--- config.mk ---
export PLATFORM = sky130hd
export DESIGN_NAME = dual_encoder_speed_pi_loop_unit
export DESIGN_NICKNAME = d
export VERILOG_FILES = /design/src/desp_pkg.sv /design/src/dual_encoder_speed_pi_loop_unit.sv
export SDC_FILE = /design/constraint.sdc
export NUM_CORES = 2
export LEC_CHECK = 0
export ABC_CLOCK_PERIOD_IN_PS = 10450
export BUFFER_PORTS_ARGS = -buffer_cell sky130_fd_sc_hd__buf_4
export CORE_UTILIZATION = 40
export DETAILED_ROUTE_END_ITERATION = 16
export SLEW_MARGIN = 15
export SYNTH_ARGS = -nofsm -noshare
export SYNTH_HDL_FRONTEND = slang
export SYNTH_SLANG_ARGS = --single-unit
export TNS_END_PERCENT = 50
--- constraint.sdc ---
create_clock -name clk_i -period 10.45 [get_ports clk_i]
set_input_delay 0.5225 -clock clk_i [delete_from_list [all_inputs] [get_ports clk_i]]
set_output_delay 0.5225 -clock clk_i [all_outputs]
set_load 0.005 [all_outputs]
--- src/desp_pkg.sv ---
// ----------------------------------------------------------------------------
// desp_pkg
// shared types and constants of the dual encoder speed pi loop
// ----------------------------------------------------------------------------
package desp_pkg;

  // widths of the fixed fields
  localparam int unsigned CountW  = 16;
  localparam int unsigned SpeedW  = 16;
  localparam int unsigned GainW   = 16;
  localparam int unsigned DutyW   = 8;
  localparam int unsigned TickW   = 8;
  localparam int unsigned FracW   = 24;
  localparam int unsigned CfgIdxW = 3;
  localparam int unsigned CfgW    = 16;
  localparam int unsigned InDataW  = 40;
  localparam int unsigned OutDataW = 48;
  localparam int unsigned MulW    = 17;

  localparam int unsigned IntegBitsDefault = 40;

  // register reset values
  localparam logic [GainW-1:0]  PropGainRst  = 16'd15238;
  localparam logic [GainW-1:0]  IntGainRst   = 16'd2193;
  localparam logic [DutyW-1:0]  DutyHighRst  = 8'd99;
  localparam logic [DutyW-1:0]  DutyLowRst   = 8'd0;
  localparam logic [TickW-1:0]  PeriodRst    = 8'd10;
  localparam logic [GainW-1:0]  SpeedScaleRst = 16'd1667;

  // target override: 100 rpm limit, 70 rpm fallback, in 1/256 rpm
  localparam logic [SpeedW-1:0] TargetLimit    = 16'd25600;
  localparam logic [SpeedW-1:0] TargetFallback = 16'd17920;

  typedef enum logic [CfgIdxW-1:0] {
    REG_PROP_GAIN   = 3'd0,
    REG_INT_GAIN    = 3'd1,
    REG_DUTY_HIGH   = 3'd2,
    REG_DUTY_LOW    = 3'd3,
    REG_PERIOD      = 3'd4,
    REG_SPEED_SCALE = 3'd5
  } reg_idx_e;

  typedef enum logic [2:0] {
    S_IDLE,
    S_SPEED,
    S_ERR,
    S_PTERM,
    S_ITERM,
    S_INTEG,
    S_SUM,
    S_DUTY
  } state_e;

endpackage

--- src/dual_encoder_speed_pi_loop_unit.sv ---
// ----------------------------------------------------------------------------
// dual_encoder_speed_pi_loop_unit
// two-wheel encoder speed measurement and pi duty controller
// ----------------------------------------------------------------------------
// an item without a control update is taken in idle, ready stays high unless
// a finished result still waits for the output register; an update item runs
// speed, err, pterm, iterm, integ, sum and duty for each wheel through the shared
// 17x17 multiplier and adder sequence, then moves into the output register; no
// item is taken meanwhile, and the result waits there while the next items are taken
// async active-low reset loads the config reset values and clears state, counters and both integrators
module dual_encoder_speed_pi_loop_unit
  import desp_pkg::*;
#(
  parameter int unsigned IntegBits = IntegBitsDefault
) (
  input  logic                clk_i,
  input  logic                rst_ni,
  // configuration write port
  input  logic                cfg_we_i,
  input  logic [CfgIdxW-1:0]  cfg_idx_i,
  input  logic [CfgW-1:0]     cfg_data_i,
  // input beats
  input  logic                s_axis_tvalid_i,
  output logic                s_axis_tready_o,
  // left_edges[1:0], right_edges[3:2], left_target[19:4],
  // right_target[35:20], zero pad [39:36]
  input  logic [InDataW-1:0]  s_axis_tdata_i,
  // tick[0]
  input  logic [0:0]          s_axis_tuser_i,
  // result beats
  output logic                m_axis_tvalid_o,
  input  logic                m_axis_tready_i,
  // left_duty[7:0], right_duty[15:8], left_speed[31:16], right_speed[47:32]
  output logic [OutDataW-1:0] m_axis_tdata_o
);

  // adder width: covers integrator and the 34-bit products with one guard bit
  localparam int unsigned ProdW = 2 * MulW;
  localparam int unsigned AddW  = ((IntegBits > ProdW) ? IntegBits : ProdW) + 1;
  localparam logic signed [AddW-1:0] IntMax =
    {{(AddW - IntegBits + 1){1'b0}}, {(IntegBits - 1){1'b1}}};
  localparam logic signed [AddW-1:0] IntMin = ~IntMax;

  // configuration registers
  logic [GainW-1:0] prop_gain_q, int_gain_q, speed_scale_q;
  logic [DutyW-1:0] duty_high_q, duty_low_q;
  logic [TickW-1:0] period_q;

  always_ff @(posedge clk_i or negedge rst_ni) begin
    if (!rst_ni) begin
      prop_gain_q   <= PropGainRst;
      int_gain_q    <= IntGainRst;
      duty_high_q   <= DutyHighRst;
      duty_low_q    <= DutyLowRst;
      period_q      <= PeriodRst;
      speed_scale_q <= SpeedScaleRst;
    end else if (cfg_we_i) begin
      case (cfg_idx_i)
        REG_PROP_GAIN:   prop_gain_q   <= cfg_data_i;
        REG_INT_GAIN:    int_gain_q    <= cfg_data_i;
        REG_DUTY_HIGH:   duty_high_q   <= cfg_data_i[DutyW-1:0];
        REG_DUTY_LOW:    duty_low_q    <= cfg_data_i[DutyW-1:0];
        REG_PERIOD:      period_q      <= cfg_data_i[TickW-1:0];
        REG_SPEED_SCALE: speed_scale_q <= cfg_data_i;
        default: ;
      endcase
    end
  end

  // input field unpacking
  logic                in_tick;
  logic [1:0]          in_edges [2];
  logic [SpeedW-1:0]   in_target [2];

  assign in_tick      = s_axis_tuser_i[0];
  assign in_edges[0]  = s_axis_tdata_i[1:0];
  assign in_edges[1]  = s_axis_tdata_i[3:2];
  assign in_target[0] = s_axis_tdata_i[19:4];
  assign in_target[1] = s_axis_tdata_i[35:20];

  // sequencer state
  state_e state_q, state_d;
  logic   wheel_q;
  logic   out_valid_q;
  logic   in_fire;
  logic   update;        // beat closes a control period if it is accepted

  // per-wheel storage
  logic [CountW-1:0]           cnt_q    [2];
  logic [CountW-1:0]           lat_q    [2];
  logic [SpeedW-1:0]           tgt_q    [2];
  logic signed [IntegBits-1:0] integ_q  [2];
  logic [SpeedW-1:0]           speed_q  [2];
  logic [DutyW-1:0]            duty_q   [2];
  logic [TickW-1:0]            tick_cnt_q;

  // shared datapath registers
  logic signed [ProdW-1:0] prod_q;
  logic signed [ProdW-1:0] pterm_q;
  logic signed [MulW-1:0]  err_q;
  logic signed [AddW-1:0]  sum_q;
  logic                    result_pend_q;  // finished result not yet in output reg

  assign in_fire = s_axis_tvalid_i && s_axis_tready_o;

  // tick period compare; period zero acts as one
  logic [TickW:0]   tick_inc;
  logic [TickW-1:0] period_eff;
  assign period_eff = (period_q == '0) ? TickW'(1) : period_q;
  assign tick_inc   = {1'b0, tick_cnt_q} + (TickW + 1)'(1);
  assign update     = in_tick && (tick_inc >= {1'b0, period_eff});

  // saturating edge counters for this beat
  logic [CountW:0]   cnt_sum [2];
  logic [CountW-1:0] cnt_new [2];
  always_comb begin
    for (int w = 0; w < 2; w++) begin
      cnt_sum[w] = {1'b0, cnt_q[w]} + (CountW + 1)'(in_edges[w]);
      cnt_new[w] = cnt_sum[w][CountW] ? {CountW{1'b1}} : cnt_sum[w][CountW-1:0];
    end
  end

  // target override when either target is above the limit
  logic override;
  assign override = (in_target[0] > TargetLimit) || (in_target[1] > TargetLimit);

  // next state
  always_comb begin
    state_d = state_q;
    case (state_q)
      S_IDLE:  if (in_fire && update) state_d = S_SPEED;
      S_SPEED: state_d = S_ERR;
      S_ERR:   state_d = S_PTERM;
      S_PTERM: state_d = S_ITERM;
      S_ITERM: state_d = S_INTEG;
      S_INTEG: state_d = S_SUM;
      S_SUM:   state_d = S_DUTY;
      S_DUTY:  state_d = wheel_q ? S_IDLE : S_SPEED;
      default: state_d = S_IDLE;
    endcase
  end

  // sequencer outputs: ready and multiplier operand select
  logic signed [MulW-1:0] mul_a, mul_b;
  logic signed [ProdW-1:0] mul_p;
  always_comb begin
    s_axis_tready_o = 1'b0;
    mul_a = $signed({1'b0, lat_q[wheel_q]});
    mul_b = $signed({1'b0, speed_scale_q});
    case (state_q)
      // wait while a finished result still has no room in the output reg
      S_IDLE:  s_axis_tready_o = !result_pend_q;
      S_PTERM: begin
        mul_a = err_q;
        mul_b = $signed({1'b0, prop_gain_q});
      end
      S_ITERM: begin
        mul_a = err_q;
        mul_b = $signed({1'b0, int_gain_q});
      end
      default: ;
    endcase
  end

  // the one shared multiplier
  assign mul_p = mul_a * mul_b;

  // speed saturation of the product (always non-negative there)
  logic [SpeedW-1:0] speed_sat;
  assign speed_sat = (prod_q[ProdW-1:SpeedW] != '0) ? {SpeedW{1'b1}}
                                                   : prod_q[SpeedW-1:0];

  // shared adder: integrator update or p plus i
  logic signed [AddW-1:0] add_a, add_b, add_s;
  always_comb begin
    add_a = AddW'(integ_q[wheel_q]);
    add_b = (state_q == S_INTEG) ? AddW'(prod_q) : AddW'(pterm_q);
  end
  assign add_s = add_a + add_b;

  // duty clamp limits in 2^-24 units
  logic signed [AddW-1:0] hi_lim, lo_lim;
  logic [DutyW-1:0]       duty_val;
  assign hi_lim = AddW'($signed({1'b0, duty_high_q, {FracW{1'b0}}}));
  assign lo_lim = AddW'($signed({1'b0, duty_low_q, {FracW{1'b0}}}));
  always_comb begin
    if (sum_q > hi_lim) begin
      duty_val = duty_high_q;
    end else if (sum_q < lo_lim) begin
      duty_val = duty_low_q;
    end else begin
      duty_val = sum_q[FracW+DutyW-1:FracW];
    end
  end

  // control registers
  always_ff @(posedge clk_i or negedge rst_ni) begin
    if (!rst_ni) begin
      state_q       <= S_IDLE;
      wheel_q       <= 1'b0;
      tick_cnt_q    <= '0;
      cnt_q[0]      <= '0;
      cnt_q[1]      <= '0;
      integ_q[0]    <= '0;
      integ_q[1]    <= '0;
      out_valid_q   <= 1'b0;
      result_pend_q <= 1'b0;
    end else begin
      state_q <= state_d;
      if (in_fire) begin
        if (update) begin
          tick_cnt_q <= '0;
          cnt_q[0]   <= '0;
          cnt_q[1]   <= '0;
          wheel_q    <= 1'b0;
        end else begin
          cnt_q[0] <= cnt_new[0];
          cnt_q[1] <= cnt_new[1];
          if (in_tick) tick_cnt_q <= tick_inc[TickW-1:0];
        end
      end
      if (state_q == S_INTEG) begin
        // saturate the integrator at its signed limits
        if (add_s > IntMax) begin
          integ_q[wheel_q] <= IntMax[IntegBits-1:0];
        end else if (add_s < IntMin) begin
          integ_q[wheel_q] <= IntMin[IntegBits-1:0];
        end else begin
          integ_q[wheel_q] <= add_s[IntegBits-1:0];
        end
      end
      if (state_q == S_DUTY) begin
        wheel_q <= 1'b1;
        if (wheel_q) result_pend_q <= 1'b1;
      end
      // move a finished result into the output reg once it is free
      if (result_pend_q && (!out_valid_q || m_axis_tready_i)) begin
        out_valid_q   <= 1'b1;
        result_pend_q <= 1'b0;
      end else if (m_axis_tvalid_o && m_axis_tready_i) begin
        out_valid_q <= 1'b0;
      end
    end
  end

  // payload registers
  logic [OutDataW-1:0] out_data_q;
  always_ff @(posedge clk_i) begin
    if (in_fire && update) begin
      lat_q[0] <= cnt_new[0];
      lat_q[1] <= cnt_new[1];
      tgt_q[0] <= override ? TargetFallback : in_target[0];
      tgt_q[1] <= override ? TargetFallback : in_target[1];
    end
    case (state_q)
      S_SPEED: prod_q <= mul_p;
      S_ERR: begin
        speed_q[wheel_q] <= speed_sat;
        err_q <= $signed({1'b0, tgt_q[wheel_q]}) - $signed({1'b0, speed_sat});
      end
      S_PTERM: prod_q <= mul_p;
      S_ITERM: begin
        pterm_q <= prod_q;
        prod_q  <= mul_p;
      end
      S_SUM:   sum_q <= add_s;
      S_DUTY:  duty_q[wheel_q] <= duty_val;
      default: ;
    endcase
    if (result_pend_q && (!out_valid_q || m_axis_tready_i)) begin
      out_data_q <= {speed_q[1], speed_q[0], duty_q[1], duty_q[0]};
    end
  end

  assign m_axis_tvalid_o = out_valid_q;
  assign m_axis_tdata_o  = out_data_q;

endmodule

==> key figures <==
Critical path
  • Reg2reg start: state_q[0]
  • Req. time, crit path: approximately 11 ns
  • R2R Path End: prod_q[32]
  • CP Launch Type: register
  • Worst R2R Path Depth: 30
  • Worst Setup Path Type: reg2reg
  • Critical path data arrival time: 8.87 ns
  • CP Capture Type: register
  • Max incr delay on CP: 0.85 ns
  • CP Max Fanout: 35
  • Worst reg2reg setup slack: 2.01 ns
  • Top cell by count, worst path: fa_1
  • Crit path buf inv count: 7
  • Crit path max-delay cell type: a21oi_1
  • Launch point of the worst path: state_q[0]
  • Top delay family on crit path: adder cells

Placement
  • GP Congestion: 0.861
  • IO buf count: 110
  • DP Worst Slack: 2.08 ns
  • Post-DP HPWL: ~61 mm

Clock network
  • Sinks on Clock Net: around 480
  • # resized after CTS: 0
  • CTS clk-pin slew, worst paths: around 0.070 ns
  • Clock Tree Buf Depth: 3
  • H-tree levels: 2
  • Total CTS buffers: 49
  • CTS tree: built
  • Clk root buf: clkbuf_16
  • Clock Latency Late Sink: 0.62 ns

Synthesis
  • Ys Warns: 0
  • Synthesized flop and latch total: 484
  • Netlist cell types: 80
  • Ys async rst share: 40.9%
  • Post-synthesis sequential area ratio: between 40% and 50%
  • Syn Inst Count: 3157
  • Avg Cell Area, Syn: 10.5 sq um
  • Post-Syn Area: 33300 sq um
  • Post-synth EDFFs: roughly 290
  • Top FF cell, synth: edfxtp_1

Route
  • Routed WL: 80.3 mm
  • Metal2 WL: 37.1 mm
  • DRT antenna net count: 0
  • DRC Markers: 0
  • DR WL/cell: 18.4 um
  • Via count: 22.3k
  • Routed length on met3: between 4 and 5 mm
  • Initial detailed-routing violation count: 1494
  • Router iterations before antenna repair: 6
  • Met1 WL: 37.4 mm
  • Uppermost layer routed: met4
  • Vias/cell: 5.11

STA
  • Period minus WS final: approximately 8.4 ns
  • F_max: 118 MHz
  • Final Hold Viols: 0
  • Rel. slew slack: 20.2%
  • Final WS setup: 2.01 ns
  • Setup Skew: around 0.021 ns
  • Post-route clock period utilization: 80.8%
  • Least-Margin Pin Slew: 1.20 ns
  • Max-slew violation count: 0
  • Setup_tns: 0 ns
  • RSZ-0062 raised after global routing: no
  • Endpoints failing setup: 0

Floorplan
  • Initial cell density of the core: 40.4%
  • Core Area: 82200 sq um
  • Row count: around 110
  • Die height: 290 um
  • Io pins: 115
  • DIE AREA: 84300 sq um
  • Die width: between 200 and 300 um

Layout
  • Nets: about 3.8k
  • Final core occ: 45.1%
  • Area Growth Syn to Fin: 11.5%
  • Share of cells above drive strength 1: around an eighth

Global routing
  • Global route overflow: 0
  • Antenna violations before repair: 8
  • Vias in the first global route: between 20k and 25k
  • Total GRT Usage: 19.4%
  • Largest net degree at the start of global routing: 92
  • First-pass GRT wire length: 129 mm

Min path
  • Hold path cells: 3
  • Hold Crit Endpoint: int_gain_q[10]
  • Hold path start: cfg_data_i[10]
  • Hold Path Class: in2reg

Flow run
  • Max Cap Violations: 0

Run status
  • Status: finished clean
[cells by family after synthesis]
kind of cell,count (synthesis),share of synthesized area (%)
AOI/OAI and AO/OA,469,9.23
xor gates and xnor gates,101,2.66
adders and majority gates,457,23.6
buffers and inverters,555,6.31
DFF,484,40.8
muxes,151,4.96
other,1,0.0113
and+or+nand+nor,939,12.5
[cell usage in the layout, fill, tap and decap left out, drive strengths merged, types with 10 or more instances in the layout]
master  instances
a21boi         10
a21o           55
a21oi          98
a22o           45
a31oi          10
and2           40
and3           21
buf           148
clkbuf         71
clkinv         10
dfrtp         175
dfstp          23
edfxtp        286
fa            283
ha            171
inv           459
mux2          112
mux2i          39
nand2         463
nand2b         41
nand3          31
nand4          16
nor2          225
nor2b          23
nor3           28
nor4           18
o21a           22
o21ai         154
xnor2          68
xor2           33
[sequential cells by signal, summed over array words and instances (netlist names), 3 cells and up]
signal	flops
integ_q	80
int_gain_q	16
speed_scale_q	16
duty_q	16
cnt_q	32
speed_q	32
prop_gain_q	16
m_axis_tdata_o	48
tgt_q	32
duty_high_q	8
prod_q	34
sum_q	41
duty_low_q	8
state_q	3
lat_q	32
pterm_q	34
err_q	17
tick_cnt_q	8
period_q	8
[per-stage QoR]
step / hold slack, ns / area (sq um) / instances
finish: 0.155 / 37100 / 4371
global route: 0.145 / 37100 / 4369
CTS: 0.113 / 37100 / 4369
detailed placement: 0.405 / 35400 / 4276
global placement: 0.402 / 35400 / 4276
floorplan: 0.227 / 33300 / 3158
[final cells by class]
| class | count | area, sq um |
|---|---|---|
| Antenna cell | 2 | 5.00 |
| Clock buffer | 70 | 1360 |
| Clock inverter | 22 | 317 |
| Fill cell | 7751 | 45100 |
| Inverter | 454 | 1700 |
| Multi-Input combinational cell | 2119 | 17700 |
| Sequential cell | 484 | 13600 |
| Tap cell | 1070 | 1340 |
| Timing Repair Buffer | 150 | 1130 |
[cell usage after synthesis, drive strengths merged, types with 10 or more instances]
cell type	n	area, sq um
a21boi	10	75.1
a21o	55	413
a21oi	98	494
a22o	45	394
a31oi	10	77.6
and2	40	250
and3	21	131
buf	15	72.6
clkbuf	86	323
dfrtp	175	4380
dfstp	23	604
edfxtp	286	8590
fa	283	5670
ha	171	2140
inv	454	1700
mux2	112	1260
mux2i	39	390
nand2	463	1740
nand2b	41	257
nand3	31	155
nand4	16	100
nor2	225	852
nor2b	23	144
nor3	28	140
nor4	18	113
o21a	22	165
o21ai	154	775
xnor2	68	596
xor2	33	289
[worst reg2reg max path, delay by kind of cell, from the launching register on]
family	cells	cell delay (ns)
AND/OR/NAND/NOR	12	2.13
adder cells (fa/ha/maj)	7	3.32
buffers and inverters	7	0.66
XOR/XNOR	1	0.23
flip-flops	1	0.58
AO/OA/AOI/OAI	3	1.35
[what timing repair did]
action	4_1_cts	5_1_grt
hold buffers	1	0
hold endpoints to repair	5	0
setup buffers	0	0
endpoints found under the setup margin	0	0
[worst max-delay path by stage]
| stage | endpoint | slack (ns) | depth (start not counted) |
|---|---|---|---|
| global placement | prod_q[27] | 2.16 | 27 |
| finish | prod_q[32] | 2.01 | 30 |
| detailed placement | prod_q[32] | 2.08 | 28 |
| global route | prod_q[32] | 1.49 | 28 |
| floorplan | prod_q[26] | 2.22 | 29 |
| CTS | prod_q[33] | 2.06 | 27 |
[layer usage]
metal / up-vias / track usage [%]
li1: 10700 / -
met1: 11100 / 27.4
met2: 480 / 31.8
met3: 114 / 2.46
met4: 0 / 4.59
met5: - / 0
Power is left out: the tool's default activity adds up to more than one toggle a clock period on the data nets, which glitch-free logic cannot reach.
